$ cat config.mk
export PLATFORM = sky130hd
export DESIGN_NAME = htlm_ctrl
export DESIGN_NICKNAME = d
export VERILOG_FILES = /design/src/hw/rtl/htlm_pkg.sv /design/src/hw/rtl/htlm_ctrl.sv
export SDC_FILE = /design/constraint.sdc
export NUM_CORES = 1
export LEC_CHECK = 0
export BUFFER_PORTS_ARGS = -buffer_cell sky130_fd_sc_hd__buf_2
export CAP_MARGIN = 20
export CORE_ASPECT_RATIO = 1.2
export CORE_MARGIN = 3
export CORE_UTILIZATION = 54
export CTS_BUF_LIST = sky130_fd_sc_hd__clkbuf_2 sky130_fd_sc_hd__clkbuf_4 sky130_fd_sc_hd__clkbuf_8
export DETAILED_ROUTE_END_ITERATION = 6
export GPL_ROUTABILITY_DRIVEN = 1
export PLACE_DENSITY_LB_ADDON = 0.05
export RECOVER_POWER = 25
export SYNTH_ARGS = -nofsm -noshare
export SYNTH_HDL_FRONTEND = slang
export SYNTH_SLANG_ARGS = --single-unit
$ cat constraint.sdc
create_clock -name clk -period 2.6 [get_ports clk]
set_input_delay 0.52 -clock clk [delete_from_list [all_inputs] [get_ports clk]]
set_output_delay 0.52 -clock clk [all_outputs]
set_load 0.02 [all_outputs]
$ cat src/hw/rtl/htlm_pkg.sv
`default_nettype none

package htlm_pkg;

    localparam int MAX_NODES     = 1024;
    localparam int USER_BITS     = 16;
    localparam int NODE_BITS     = $clog2(MAX_NODES);
    localparam int NCNT_BITS     = NODE_BITS + 1;
    localparam int BR_BITS       = 5;
    localparam int OP_BITS       = 2;
    localparam int SPAN_BITS     = NODE_BITS + BR_BITS;
    localparam int STEP_BITS     = $clog2(NODE_BITS + 1);
    localparam int CFG_IDX_BITS  = 1;
    localparam int CFG_DATA_BITS = NCNT_BITS;

    localparam logic [BR_BITS-1:0]   BRANCH_MIN   = BR_BITS'(2);
    localparam logic [BR_BITS-1:0]   BRANCH_RESET = BR_BITS'(2);
    localparam logic [NCNT_BITS-1:0] NODES_MAX    = NCNT_BITS'(MAX_NODES);
    localparam logic [NCNT_BITS-1:0] NODES_RESET  = NCNT_BITS'(MAX_NODES);

    localparam logic [CFG_IDX_BITS-1:0] CFG_BRANCHING  = CFG_IDX_BITS'(0);
    localparam logic [CFG_IDX_BITS-1:0] CFG_NODE_COUNT = CFG_IDX_BITS'(1);

    typedef enum logic [OP_BITS-1:0] {
        OP_LOCK    = 2'd0,
        OP_UNLOCK  = 2'd1,
        OP_UPGRADE = 2'd2
    } opcode_t;

    typedef enum logic [1:0] {
        ADDR_NODE,
        ADDR_CUR,
        ADDR_X,
        ADDR_CLR
    } addr_sel_t;

    typedef enum logic [2:0] {
        WR_NONE,
        WR_CLR,
        WR_LOCK,
        WR_UNLOCK,
        WR_ANC,
        WR_REL
    } wr_sel_t;

    typedef enum logic [1:0] {
        DELTA_INC,
        DELTA_DEC,
        DELTA_UPG
    } delta_sel_t;

    typedef struct packed {
        addr_sel_t  addr_sel;
        wr_sel_t    wr_sel;
        logic       load_item;
        logic       delta_load;
        delta_sel_t delta_sel;
        logic       cur_from_node;
        logic       cur_from_div;
        logic       div_start;
        logic       scan_init;
        logic       lvl_next;
        logic       x_from_lo;
        logic       x_inc;
        logic       clr_inc;
        logic       out_load;
        logic       out_grant;
    } cmd_t;

    typedef struct packed {
        logic [OP_BITS-1:0] opcode;
        logic               in_range;
        logic               rd_locked;
        logic               rd_cnt_zero;
        logic               owner_match;
        logic               cur_zero;
        logic               lo_past;
        logic               x_at_top;
        logic               div_done;
        logic               clr_last;
        logic               out_busy;
    } status_t;

endpackage

`default_nettype wire

$ cat src/hw/rtl/htlm_ctrl.sv
`default_nettype none

module htlm_ctrl (
    input  wire logic              clk,
    input  wire logic              rst_n,
    input  wire logic              cfg_fire,
    input  wire logic              req_fire,
    output logic                   req_ready,
    input  wire htlm_pkg::status_t status,
    output htlm_pkg::cmd_t         cmd
);
    import htlm_pkg::*;

    typedef enum logic [12:0] {
        S_CLEAR   = 13'b0000000000001,
        S_IDLE    = 13'b0000000000010,
        S_NODE_RD = 13'b0000000000100,
        S_NODE_EV = 13'b0000000001000,
        S_ANC_TST = 13'b0000000010000,
        S_ANC_DIV = 13'b0000000100000,
        S_ANC_RD  = 13'b0000001000000,
        S_ANC_EV  = 13'b0000010000000,
        S_DSC_INI = 13'b0000100000000,
        S_DSC_LVL = 13'b0001000000000,
        S_DSC_RD  = 13'b0010000000000,
        S_DSC_EV  = 13'b0100000000000,
        S_RESULT  = 13'b1000000000000
    } state_t;

    state_t state_reg, state_next;
    logic   upd_reg, upd_next;
    logic   rel_reg, rel_next;
    logic   grant_reg, grant_next;

    always_ff @(posedge clk or negedge rst_n)
    begin
        if (!rst_n)
        begin
            state_reg <= S_CLEAR;
            upd_reg   <= 1'b0;
            rel_reg   <= 1'b0;
            grant_reg <= 1'b0;
        end
        else
        begin
            state_reg <= state_next;
            upd_reg   <= upd_next;
            rel_reg   <= rel_next;
            grant_reg <= grant_next;
        end
    end

    always_comb
    begin
        state_next = state_reg;
        upd_next   = upd_reg;
        rel_next   = rel_reg;
        grant_next = grant_reg;
        cmd        = '0;
        req_ready  = 1'b0;
        case (state_reg)
            S_CLEAR:
            begin
                cmd.addr_sel = ADDR_CLR;
                cmd.wr_sel   = WR_CLR;
                cmd.clr_inc  = 1'b1;
                if (status.clr_last)
                    state_next = S_IDLE;
            end
            S_IDLE:
            begin
                req_ready = 1'b1;
                if (req_fire)
                begin
                    cmd.load_item = 1'b1;
                    state_next    = S_NODE_RD;
                end
            end
            S_NODE_RD:
            begin
                cmd.addr_sel = ADDR_NODE;
                state_next   = S_NODE_EV;
            end
            S_NODE_EV:
            begin
                cmd.addr_sel = ADDR_NODE;
                grant_next   = 1'b0;
                upd_next     = 1'b0;
                rel_next     = 1'b0;
                state_next   = S_RESULT;
                if (status.in_range)
                begin
                    case (opcode_t'(status.opcode))
                        OP_LOCK:
                        begin
                            if (!status.rd_locked && status.rd_cnt_zero)
                            begin
                                cmd.cur_from_node = 1'b1;
                                cmd.delta_load    = 1'b1;
                                cmd.delta_sel     = DELTA_INC;
                                state_next        = S_ANC_TST;
                            end
                        end
                        OP_UNLOCK:
                        begin
                            if (status.rd_locked && status.owner_match)
                            begin
                                cmd.wr_sel        = WR_UNLOCK;
                                cmd.cur_from_node = 1'b1;
                                cmd.delta_load    = 1'b1;
                                cmd.delta_sel     = DELTA_DEC;
                                upd_next          = 1'b1;
                                state_next        = S_ANC_TST;
                            end
                        end
                        OP_UPGRADE:
                        begin
                            if (!status.rd_locked && !status.rd_cnt_zero)
                            begin
                                cmd.cur_from_node = 1'b1;
                                cmd.delta_load    = 1'b1;
                                cmd.delta_sel     = DELTA_UPG;
                                state_next        = S_ANC_TST;
                            end
                        end
                        default: state_next = S_RESULT;
                    endcase
                end
            end
            S_ANC_TST:
            begin
                if (!status.cur_zero)
                begin
                    cmd.div_start = 1'b1;
                    state_next    = S_ANC_DIV;
                end
                else if (upd_reg)
                begin
                    grant_next = 1'b1;
                    state_next = S_RESULT;
                end
                else if (opcode_t'(status.opcode) == OP_LOCK)
                begin
                    // ancestors free: take the lock, then count it upward
                    cmd.addr_sel      = ADDR_NODE;
                    cmd.wr_sel        = WR_LOCK;
                    cmd.cur_from_node = 1'b1;
                    upd_next          = 1'b1;
                end
                else
                begin
                    state_next = S_DSC_INI;
                end
            end
            S_ANC_DIV:
            begin
                if (status.div_done)
                begin
                    cmd.cur_from_div = 1'b1;
                    state_next       = S_ANC_RD;
                end
            end
            S_ANC_RD:
            begin
                cmd.addr_sel = ADDR_CUR;
                state_next   = S_ANC_EV;
            end
            S_ANC_EV:
            begin
                cmd.addr_sel = ADDR_CUR;
                state_next   = S_ANC_TST;
                if (upd_reg)
                    cmd.wr_sel = WR_ANC;
                else if (status.rd_locked)
                    state_next = S_RESULT;
            end
            S_DSC_INI:
            begin
                cmd.scan_init = 1'b1;
                state_next    = S_DSC_LVL;
            end
            S_DSC_LVL:
            begin
                if (!status.lo_past)
                begin
                    cmd.x_from_lo = 1'b1;
                    state_next    = S_DSC_RD;
                end
                else if (rel_reg)
                begin
                    cmd.addr_sel      = ADDR_NODE;
                    cmd.wr_sel        = WR_LOCK;
                    cmd.cur_from_node = 1'b1;
                    upd_next          = 1'b1;
                    state_next        = S_ANC_TST;
                end
                else
                begin
                    // owners all match: second pass frees the subtree
                    rel_next   = 1'b1;
                    state_next = S_DSC_INI;
                end
            end
            S_DSC_RD:
            begin
                cmd.addr_sel = ADDR_X;
                state_next   = S_DSC_EV;
            end
            S_DSC_EV:
            begin
                cmd.addr_sel = ADDR_X;
                if (rel_reg)
                    cmd.wr_sel = WR_REL;
                if (!rel_reg && status.rd_locked && !status.owner_match)
                    state_next = S_RESULT;
                else if (status.x_at_top)
                begin
                    cmd.lvl_next = 1'b1;
                    state_next   = S_DSC_LVL;
                end
                else
                begin
                    cmd.x_inc  = 1'b1;
                    state_next = S_DSC_RD;
                end
            end
            S_RESULT:
            begin
                if (!status.out_busy)
                begin
                    cmd.out_load  = 1'b1;
                    cmd.out_grant = grant_reg;
                    state_next    = S_IDLE;
                end
            end
            default: state_next = S_CLEAR;
        endcase
        if (cfg_fire)
            state_next = S_CLEAR;
    end

endmodule

`default_nettype wire

==> run metrics <==
leakage power=just over 0.8 nW; final hold viol count=0; type of destination of the critical path=output pin; Core ar.=2162 µm²; clock sink count=16; DP HPWL=roughly 2700 µm; clk_skew=17.52 ps; Post-route DRC=0; Worst Hold Class=input pin to asynchronous set/reset pin; Initial Util=60.07%; Worst EP arrival=roughly 2000 ps; Nets=approximately 210; GPL Wtd Cong=~0.88; synth warn=0; Unique masters post-synth=51; antenna diode count=0; Largest register FFs=13; WS Path Type=flip-flop to output pin; drt initial violations=60; crit share post-route=97.14%; Post-Syn Nets=161; chip height=59.72 µm; maximum number of pins on one net before global-route repair=17; Die X=50.77 µm; top cells by area, synth=dfrtp_1 29%, nor2_1 3.8%, nand4_1 3.4%; CTS tree=built; Max clock buf depth=2; ANT nets after route=0; total number of vias=1429; Avg Vias per Cell=6.379; initial antenna violation count=0; H-tree Lvls=1; Final setup violation count=0; max-cap violation count=0; mean area per synthesized cell=between 8 and 9 µm²; cell taking the most area after synthesis=dfrtp_1; crit path cell chain=buf_4 -> nor4b_4 -> nand4_4 -> and4bb_4 -> a21oi_1 -> nand2_1 -> buf_2; Die ar.=3032 µm²; IO Pins=36; EDFF count, synth=0; first-pass GRT wire length=5927 µm; commonest non-fill, non-tap cells in the layout=34 x buf_2, 15 x buf_4, 13 x nor2_1; status=completed; Row Count=18; CP peak stage delay=460 ps; final wirelength=~3800 µm; fin. max-slew vios=0; GRT Overall Usage=25.82%; vias in the first global route=1252; layout cells sized above 1=41.75%; Worst-Margin Slew=around 950 ps; post-synth top area share=about 29%; ys async rst share=100.0%; Mapped Area=1299 µm²; area grow syn2layout=29.29%; final instance area=about 1700 µm²; Root Buffer=clkbuf_4; Tmin final=2526 ps; register bit total from synthesis=16; most common cell after layout, fill and taps aside=buf_2; Fmax=395.9 MHz; dominant synthesized flop cell=dfrtp_1; Max IR drop VDD=~0.00033 V; Worst EP required=2080 ps; Detailed Routing Iterations Pass 1=4; worst-path fanout max=4; sequential area share after synthesis=30.92%; CP startpoint kind=flip-flop; Rel. slew slack=36.39%; dpl cell area=1530 µm²; slowest CP cell=dfrtp_2; Clk Latency, worst-skew pair=300 ps; Util after Layout=77.66%; CTS Buf Count=3; grt ovf=0; Power per Cell Area=392.6 nW/µm²; # port buffers=35; synthesized instance count=~150; clk slew on worst S/H paths=110 ps; Avg WL per Cell=approximately 17 µm
critical path, delay by kind of cell, from the launching register on:
| kind | cells | cell delay [ps] |
|---|---|---|
| compound gates | 1 | 80 |
| simple gates | 4 | 850 |
| buf+inv | 2 | 310 |
| flops | 1 | 460 |
cells in the mapped netlist, drive strengths merged, types with 5 or more instances:
cell,n
nor2b,6
a21oi,5
and2,5
inv,5
nor4,6
nor3,5
nand2,6
nor3b,5
dfrtp,15
nor2,13
nand4,8
o21ai,6
nor4b,5
routing by layer:
layer  GRT usage (%)  part of all wire, %  vias to the layer above
li1                -                    -                      655
met1           32.91                   40                      674
met2           45.15                   49                       89
met3           3.741                  9.5                       11
met4           8.077                  1.8                        0
met5               0                    0                        -
cells by family after synthesis:
group           count (synthesis)  share of synthesized area, %
flops                          16                         30.93
mux                             2                         1.734
buf+inv                        10                         3.468
xor+xnor                        6                         4.047
compound gates                 30                         16.47
simple gates                   81                         43.35
area by class of cell:
class / instances / area, µm²
clock buffer: 4 / 36.28
tap: 30 / 37.54
fill: 157 / 483.0
sequential: 16 / 409.1
timing repair buffer: 50 / 286.5
inverter: 5 / 18.77
multi-input combinational: 119 / 890.9
report_power, final:
| part | leakage (nW) | internal (mW) | switching [mW] |
|---|---|---|---|
| Clock | 0.0210 | 0.0853 | 0.0879 |
| Combinational | 0.584 | 0.0853 | 0.119 |
| Sequential | 0.208 | 0.259 | 0.0232 |
timing repair:
item,4_1_cts,5_1_grt
endpoints found under the setup margin,6,12
resized for setup,0,13
hold buffers,0,0
setup buffers,3,6
pin swaps,2,2
through the flow:
stage | hold slack, ps | setup WS [ps] | setup TNS (ps) | instances | power [mW]
after global routing | 384.6 | -16.66 | -42.80 | 224 | 0.6925
after floorplan | 224.4 | 343.9 | 0 | 145 | 0.4065
after detailed placement | 465.0 | 283.5 | 0 | 211 | 0.4680
after CTS | 139.7 | 18.87 | 0 | 218 | 0.6458
final | 330.3 | 74.33 | 0 | 224 | 0.6593
after global placement | 454.5 | 266.3 | 0 | 211 | 0.4656
final timing paths:
kind,from,endpoint,slack (ps),cells after the start
max in group asynchronous,rst_n,state_reg[9],1610,1
worst min-delay path,rst_n,upd_reg,330,1
worst max-delay path,state_reg[7],cmd[9],70,7
worst max register to register,state_reg[9],state_reg[1],610,6
worst min register to register,grant_reg,grant_reg,490,1
min in group clk,grant_reg,grant_reg,490,1
(Power assumes the default switching activity.)
